### src/hw/rtl/tad_pkg.sv
`timescale 1ns / 1ps

package tad_pkg;

    // Default side width, unsigned Q8.8.
    localparam int TAD_SIDE_BITS = 16;

    // Register stages in front of the root search of one lane.
    localparam int TAD_PRE_STAGES = 4;

endpackage

### src/hw/rtl/tad_ctrl.sv
`timescale 1ns / 1ps

// Valid chain of the pipeline. A stage loads when it is empty or when the
// stage after it moves on, so bubbles are squeezed out under a stall.
module tad_ctrl #(
    parameter int DEPTH = tad_pkg::TAD_SIDE_BITS + tad_pkg::TAD_PRE_STAGES + 1
) (
    input  logic             i_clk,
    input  logic             i_rst_n,
    input  logic             i_valid,
    input  logic             i_out_ready,
    output logic [DEPTH-1:0] o_move,
    output logic             o_valid_last
);
    logic [DEPTH-1:0] r_v;

    // Load enables ripple back from the output.
    always_comb begin
        o_move[DEPTH-1] = !r_v[DEPTH-1] || i_out_ready;
        for (int j = DEPTH - 2; j >= 0; j--) begin
            o_move[j] = !r_v[j] || o_move[j+1];
        end
    end

    // Occupancy of each stage.
    always_ff @(posedge i_clk) begin
        if (!i_rst_n) begin
            r_v <= '0;
        end else begin
            if (o_move[0]) begin
                r_v[0] <= i_valid;
            end
            for (int j = 1; j < DEPTH; j++) begin
                if (o_move[j]) begin
                    r_v[j] <= r_v[j-1];
                end
            end
        end
    end

    assign o_valid_last = r_v[DEPTH-1];
endmodule

### config.mk
export PLATFORM = sky130hd
export DESIGN_NAME = tad_ctrl
export DESIGN_NICKNAME = d
export VERILOG_FILES = /design/src/hw/rtl/tad_pkg.sv /design/src/hw/rtl/tad_ctrl.sv
export SDC_FILE = /design/constraint.sdc
export NUM_CORES = 1
export LEC_CHECK = 0
export BUFFER_PORTS_ARGS = -buffer_cell sky130_fd_sc_hd__buf_2
export CAP_MARGIN = 20
export CORE_MARGIN = 4
export CORE_UTILIZATION = 55
export DETAILED_ROUTE_END_ITERATION = 8
export PLACE_DENSITY = 0.9
export SLEW_MARGIN = 5
export SYNTH_ARGS = -nofsm -noshare
export SYNTH_HDL_FRONTEND = slang
export SYNTH_SLANG_ARGS = --single-unit
### constraint.sdc
create_clock -name i_clk -period 3.9 [get_ports i_clk]
set_clock_uncertainty 0.1 [all_clocks]
set_input_delay 0.39 -clock i_clk [delete_from_list [all_inputs] [get_ports i_clk]]
set_output_delay 0.39 -clock i_clk [all_outputs]
set_load 0.01 [all_outputs]
==> flow_summary.json, run 1 <==
{
  "clock-root-buffer": "clkbuf_4",
  "grt_pass1_vias": 881,
  "whs_ns": 0.201,
  "top_register": "r_v",
  "leakage_nw": 0.470,
  "overflow": 0,
  "tns_ns": 0,
  "outcome": "finished clean",
  "wl_met2_um": 1060,
  "fp-row-count": 15,
  "fin_crit_sh_pct": 58.2,
  "finalNonFillerCells": 162,
  "clk_latency_ns": 0.30,
  "post-place-cells": 158,
  "ys_warn_count": 0,
  "hold_buffers": 0,
  "area_growth_pct": 12.7,
  "ys_seq_area_share_pct": 39.5,
  "fp.dieW_um": 52.0,
  "hpwl_um": 1660,
  "cp.arrival_ns": 1.78,
  "initial_utilization_pct": 59.6,
  "final_nets": 142,
  "finalHoldViolCount": 0,
  "synth.area.mux_share_pct": 0,
  "largestRegisters": "r_v: 21 flops",
  "syn_nets": 119,
  "synth_top_family_by_area": "simple AND/OR/NAND/NOR gates",
  "path_class": "flip-flop to output port",
  "maxCapViolCount": 0,
  "rsz0062_at_grt": "no",
  "slew_headroom_pct": 71.2,
  "drtAntennaViolNets": 0,
  "netlist_instances": 115,
  "synth_simple_gate_area_share_pct": 38.2,
  "synth_xor_area_share_pct": 0,
  "cts_buffers": 3,
  "layout_min_cycle_time_ns": 2.27,
  "wl_met3_um": 114,
  "drive_gt1_share_pct": 30.7,
  "slew_viol_final": 0,
  "ys_top_cells_by_area": "dfxtp_1, nand2_1, nand4_1",
  "cp-end-kind": "output port",
  "fillers": 151,
  "core-area_um2": 1780,
  "finalSetupViolCount": 0,
  "largest_register_ffs": 21,
  "cts.clk_slew.worst_paths_ns": 0.11,
  "met1Wirelength_um": 990,
  "path_cells": "and3b_1 -> inv_4 -> nor2_2 -> nand4_1 -> buf_2",
  "yosys.area.top_type_share_pct": 39.5,
  "synth_fa_ha_area_share_pct": 0,
  "slowest_delay_ns": 0.43,
  "fmax_mhz": 441,
  "io_buffers": 25,
  "yosysUniqueCellTypes": 36,
  "hp-class": "primary input to flip-flop",
  "ioPinCount": 26,
  "syn_area_per_cell_um2": 9.25,
  "syn_area_um2": 1060,
  "htreeDepth": 1,
  "worstMarginPinSlew_ns": 0.431,
  "initialDrtViolationCount": 8,
  "worst_slack_ns": 1.63,
  "grt_max_degree": 29,
  "grt_pass1_wl_um": 3980,
  "ctsResizeCount": 0,
  "drc": 0,
  "critPathSlowestCell": "and3b_1",
  "dp_slack_ns": 1.78,
  "synth_compound_area_share_pct": 15.1,
  "wl_per_cell_um": 13.5,
  "antennaDiodeCount": 0,
  "num_vias": 904,
  "cts.sinks": 21,
  "antenna_found_initial": 0,
  "power.density_nw_per_um2": 274,
  "die_h_um": 52.0,
  "die-area_um2": 2700,
  "drt_pass1_iterations": 4,
  "grt_usage_pct": 19.5,
  "synth_seq_cells": 21,
  "tritoncts": "yes",
  "cts_setup_buffers": 0,
  "routed.top_layer": "met4",
  "synth_top_area_cell": "dfxtp_1",
  "cp-start-kind": "flip-flop",
  "critPathRequiredTime_ns": 3.41,
  "clockBufferDepth": 2,
  "gp_congestion": 0.853,
  "max-vdd-ir-drop_mv": 0.245,
  "vias_per_cell": 5.58,
  "crit_fanout": 10,
  "finalWirelength_um": 2190
}
==> worst max-delay path: cells and delay by family (launching register included) <==
family | cells | cell delay, ns
flip-flops | 1 | 0.37
buffers and inverters | 2 | 0.26
AND/OR/NAND/NOR | 3 | 0.83
==> synthesized netlist by cell type, drive strengths merged <==
master,instances
nor3,3
o21ai,4
nand3,6
inv,7
a22o,2
o31ai,1
nor2b,4
and2,5
and3,5
and4,4
nand2b,1
dfxtp,21
nand4,11
o41ai,1
clkbuf,2
a31o,1
a41oi,1
o21bai,1
o21a,4
and3b,1
a21oi,2
nor2,1
a21boi,3
and4b,1
nand2,17
buf,5
a31oi,1
==> cell families (layout without fill, tap and decap cells) <==
logic type,count (synthesis),count (layout)
AOI/OAI and AO/OA,21,21
buffers and inverters,14,36
DFF,21,21
and+or+nand+nor,59,59
==> layout make-up <==
class	instances	area, um2	share of cell area [%]
clock buffer	4	26.3	2.19
tap	25	31.3	2.61
inverter	7	28.8	2.40
sequential	21	420	35.1
timing repair buffer	25	125	10.4
multi-input combinational	80	567	47.3
==> power by group <==
part / internal (mW) / switching, mW
Combinational: 0.00352 / 0.00504
Sequential: 0.216 / 0.00114
Clock: 0.0399 / 0.0631
Total: 0.259 / 0.0693
==> metrics by stage <==
step / power (mW) / util (%) / instance area [um2]
after floorplan: 0.228 / - / 1060
after global placement: 0.230 / 65.8 / 1170
after detailed placement: 0.231 / 65.8 / 1170
after CTS: 0.334 / 67.2 / 1200
after global routing: 0.344 / 67.2 / 1200
final: 0.329 / 67.2 / 1200
==> final timing paths <==
check,from,end,slack (ns),cells past startpoint
max,r_v[20]$_SDFFE_PN0P_,o_move[7],1.63,5
min reg2reg,r_v[0]$_SDFFE_PN0P_,r_v[1]$_SDFFE_PN0P_,0.37,2
max reg2reg,r_v[20]$_SDFFE_PN0P_,r_v[6]$_SDFFE_PN0P_,2.38,4
min,i_valid,r_v[0]$_SDFFE_PN0P_,0.20,3
==> routing by layer <==
layer	global-route usage, %	up-vias
met5	0	-
met1	23.1	422
met4	5.24	0
met3	5.44	5
met2	33.9	19
li1	-	458
==> cells in the final DEF (no fill, tap or decap), types with 2 or more instances in the layout <==
master,count
nand3_1,4
o21ai_1,4
clkbuf_4,3
nand4_2,2
o21a_1,4
dfxtp_1,21
and4_1,3
nor2b_1,4
buf_2,25
and3_1,5
a22o_1,2
inv_1,6
a21oi_1,2
nor3_4,3
a21boi_0,2
nand2_1,17
nand3_2,2
and2_1,4
nand4_1,8
Note: power is estimated with default switching activity, not from simulation.
==> run 2, diff against run 1 <==
- CORE_UTILIZATION: 55 -> 51
- PLACE_DENSITY: 0.9 -> 0.85
- clock period: 3.9 -> 2.14 ns (I/O delays scaled with it)
==> run 2 against run 1 <==
  * Global-route usage shrank 4.1 points
  * Clock power grew 81%
  * Final cell count grew 1.9%
  * Non-clock buffer count grew 1
  * Sequential cell count is the same
  * Via count shrank 1.7%
==> flow_summary.json, run 2 (synthesis gave the netlist of run 1 again) <==
{
  "cp-end-kind": "output port",
  "largest_register_ffs": 21,
  "ctsResizeCount": 0,
  "layout_common_cells": "buf_2, dfxtp_1, nand2_1",
  "grt_usage_pct": 15.3,
  "cts.sinks": 21,
  "cts_setup_buffers": 0,
  "clk_latency_ns": 0.30,
  "endpoint": "o_move[1]",
  "fmax_mhz": 522,
  "critPathBufInv": 1,
  "rr_startpoint": "r_v[18]$_SDFFE_PN0P_",
  "overflow": 0,
  "antennaDiodeCount": 0,
  "slew_headroom_pct": 71.4,
  "slowest_delay_ns": 0.48,
  "clockBufferDepth": 2,
  "antenna_found_initial": 0,
  "gp_congestion": 0.808,
  "area_growth_pct": 13.8,
  "reg2reg_depth": 3,
  "final_nets": 143,
  "initialDrtViolationCount": 16,
  "io_buffers": 25,
  "slew_viol_final": 0,
  "finalSetupViolCount": 0,
  "reg2reg_slack_ns": 0.76,
  "drive_gt1_share_pct": 31.9,
  "worstMarginPinSlew_ns": 0.429,
  "fp.dieW_um": 53.7,
  "vias_per_cell": 5.39,
  "finalPower_uw": 598,
  "critPathSlowestCell": "dfxtp_1",
  "power.density_nw_per_um2": 494,
  "crit_fanout": 8,
  "cp.depth": 4,
  "post-place-cells": 161,
  "path_cells": "and4b_1 -> and2_4 -> nand4_1 -> buf_2",
  "wl_per_cell_um": 12.4,
  "fillers": 186,
  "finalWirelength_um": 2050,
  "top_register": "r_v",
  "cts_buffers": 3,
  "num_vias": 889,
  "tns_ns": 0,
  "max-vdd-ir-drop_mv": 0.305,
  "grt_max_degree": 29,
  "crit_family": "simple AND/OR/NAND/NOR gates",
  "worst_slack_ns": 0.224,
  "drtAntennaViolNets": 0,
  "maxCapViolCount": 0,
  "r2r_end": "r_v[5]$_SDFFE_PN0P_",
  "fp-row-count": 16,
  "fin_crit_sh_pct": 89.5,
  "critPathLaunch": "r_v[18]$_SDFFE_PN0P_",
  "initial_utilization_pct": 54.2,
  "cp.arrival_ns": 1.60,
  "htreeDepth": 1,
  "die_h_um": 53.7,
  "path_class": "flip-flop to output port",
  "drt_pass1_iterations": 4,
  "grt_pass1_vias": 761,
  "finalHoldViolCount": 0,
  "hpwl_um": 1580,
  "critPathRequiredTime_ns": 1.83,
  "layout_min_cycle_time_ns": 1.92,
  "die-area_um2": 2880,
  "outcome": "finished clean",
  "leakage_nw": 0.478,
  "largestRegisters": "r_v: 21 flops",
  "hold_buffers": 0,
  "final_common_cell": "buf_2",
  "grt_pass1_wl_um": 3300,
  "rsz0062_at_grt": "no",
  "core-area_um2": 1960,
  "dp_slack_ns": 0.594,
  "hp-class": "primary input to flip-flop",
  "finalNonFillerCells": 165,
  "drc": 0,
  "ioPinCount": 26,
  "clock-root-buffer": "clkbuf_4",
  "cp-start-kind": "flip-flop",
  "cts.clk_slew.worst_paths_ns": 0.12,
  "tritoncts": "yes"
}
## run 2: changes by cell type in the layout (fill, tap and decap cells not counted), sizes merged
| cell | before | now |
|---|---|---|
| buf | 25 | 26 |
| clkbuf | 4 | 3 |
| clkinv | 0 | 1 |
## run 2: metrics by stage
| step | util, % | instance area (um2) | hold WS (ns) |
|---|---|---|---|
| finish | 61.7 | 1210 | 0.0167 |
| global route | 61.7 | 1210 | 0.0173 |
| CTS | 61.7 | 1210 | 0.0149 |
| detailed placement | 60.3 | 1180 | 0.327 |
| global placement | 60.3 | 1180 | 0.314 |
| floorplan | - | 1060 | 0.229 |
## run 2: worst min-delay path, stage by stage
cell and delay [ns]:
buf_2 0.07, nand2_1 0.04, o21ai_1 0.05
## run 2: worst min path at each step
stage	slack [ns]	end	depth (start not counted)	startpoint
2_1_floorplan	0.23	r_v[0]$_SDFFE_PN0P_	2	i_valid
3_3_place_gp	0.31	r_v[0]$_SDFFE_PN0P_	3	i_valid
3_5_place_dp	0.33	r_v[0]$_SDFFE_PN0P_	3	i_valid
4_1_cts	0.01	r_v[0]$_SDFFE_PN0P_	3	i_valid
5_1_grt	0.02	r_v[0]$_SDFFE_PN0P_	3	i_valid
6_report	0.02	r_v[0]$_SDFFE_PN0P_	3	i_valid
## run 2: metal layers
metal / wire length, um / up-vias / global-route usage, % / share of wire (%)
met5: 0 / - / 0 / 0
met4: 11 / 0 / 6.38 / 0.54
met3: 88 / 2 / 2.49 / 4.3
met2: 981 / 22 / 25.6 / 48
met1: 966 / 405 / 19.4 / 47
li1: - / 460 / - / -
## run 2: report_power, final
group | leakage, nW | internal, mW | switching [mW] | total [mW]
logic | 0.291 | 0.00642 | 0.00915 | 0.0156
registers | 0.170 | 0.394 | 0.00190 | 0.396
clock network | 0.0177 | 0.0696 | 0.117 | 0.186
total | 0.478 | 0.470 | 0.128 | 0.598
## run 2: area by class of cell
cell class	count	area, um2	area share, %
inverters	7	28.8	2.38
well taps	27	33.8	2.79
repair buffers	26	133	11.0
clock inverters	1	5.00	0.414
clock buffers	3	22.5	1.86
flip-flops and latches	21	420	34.7
multi-input cells	80	567	46.8
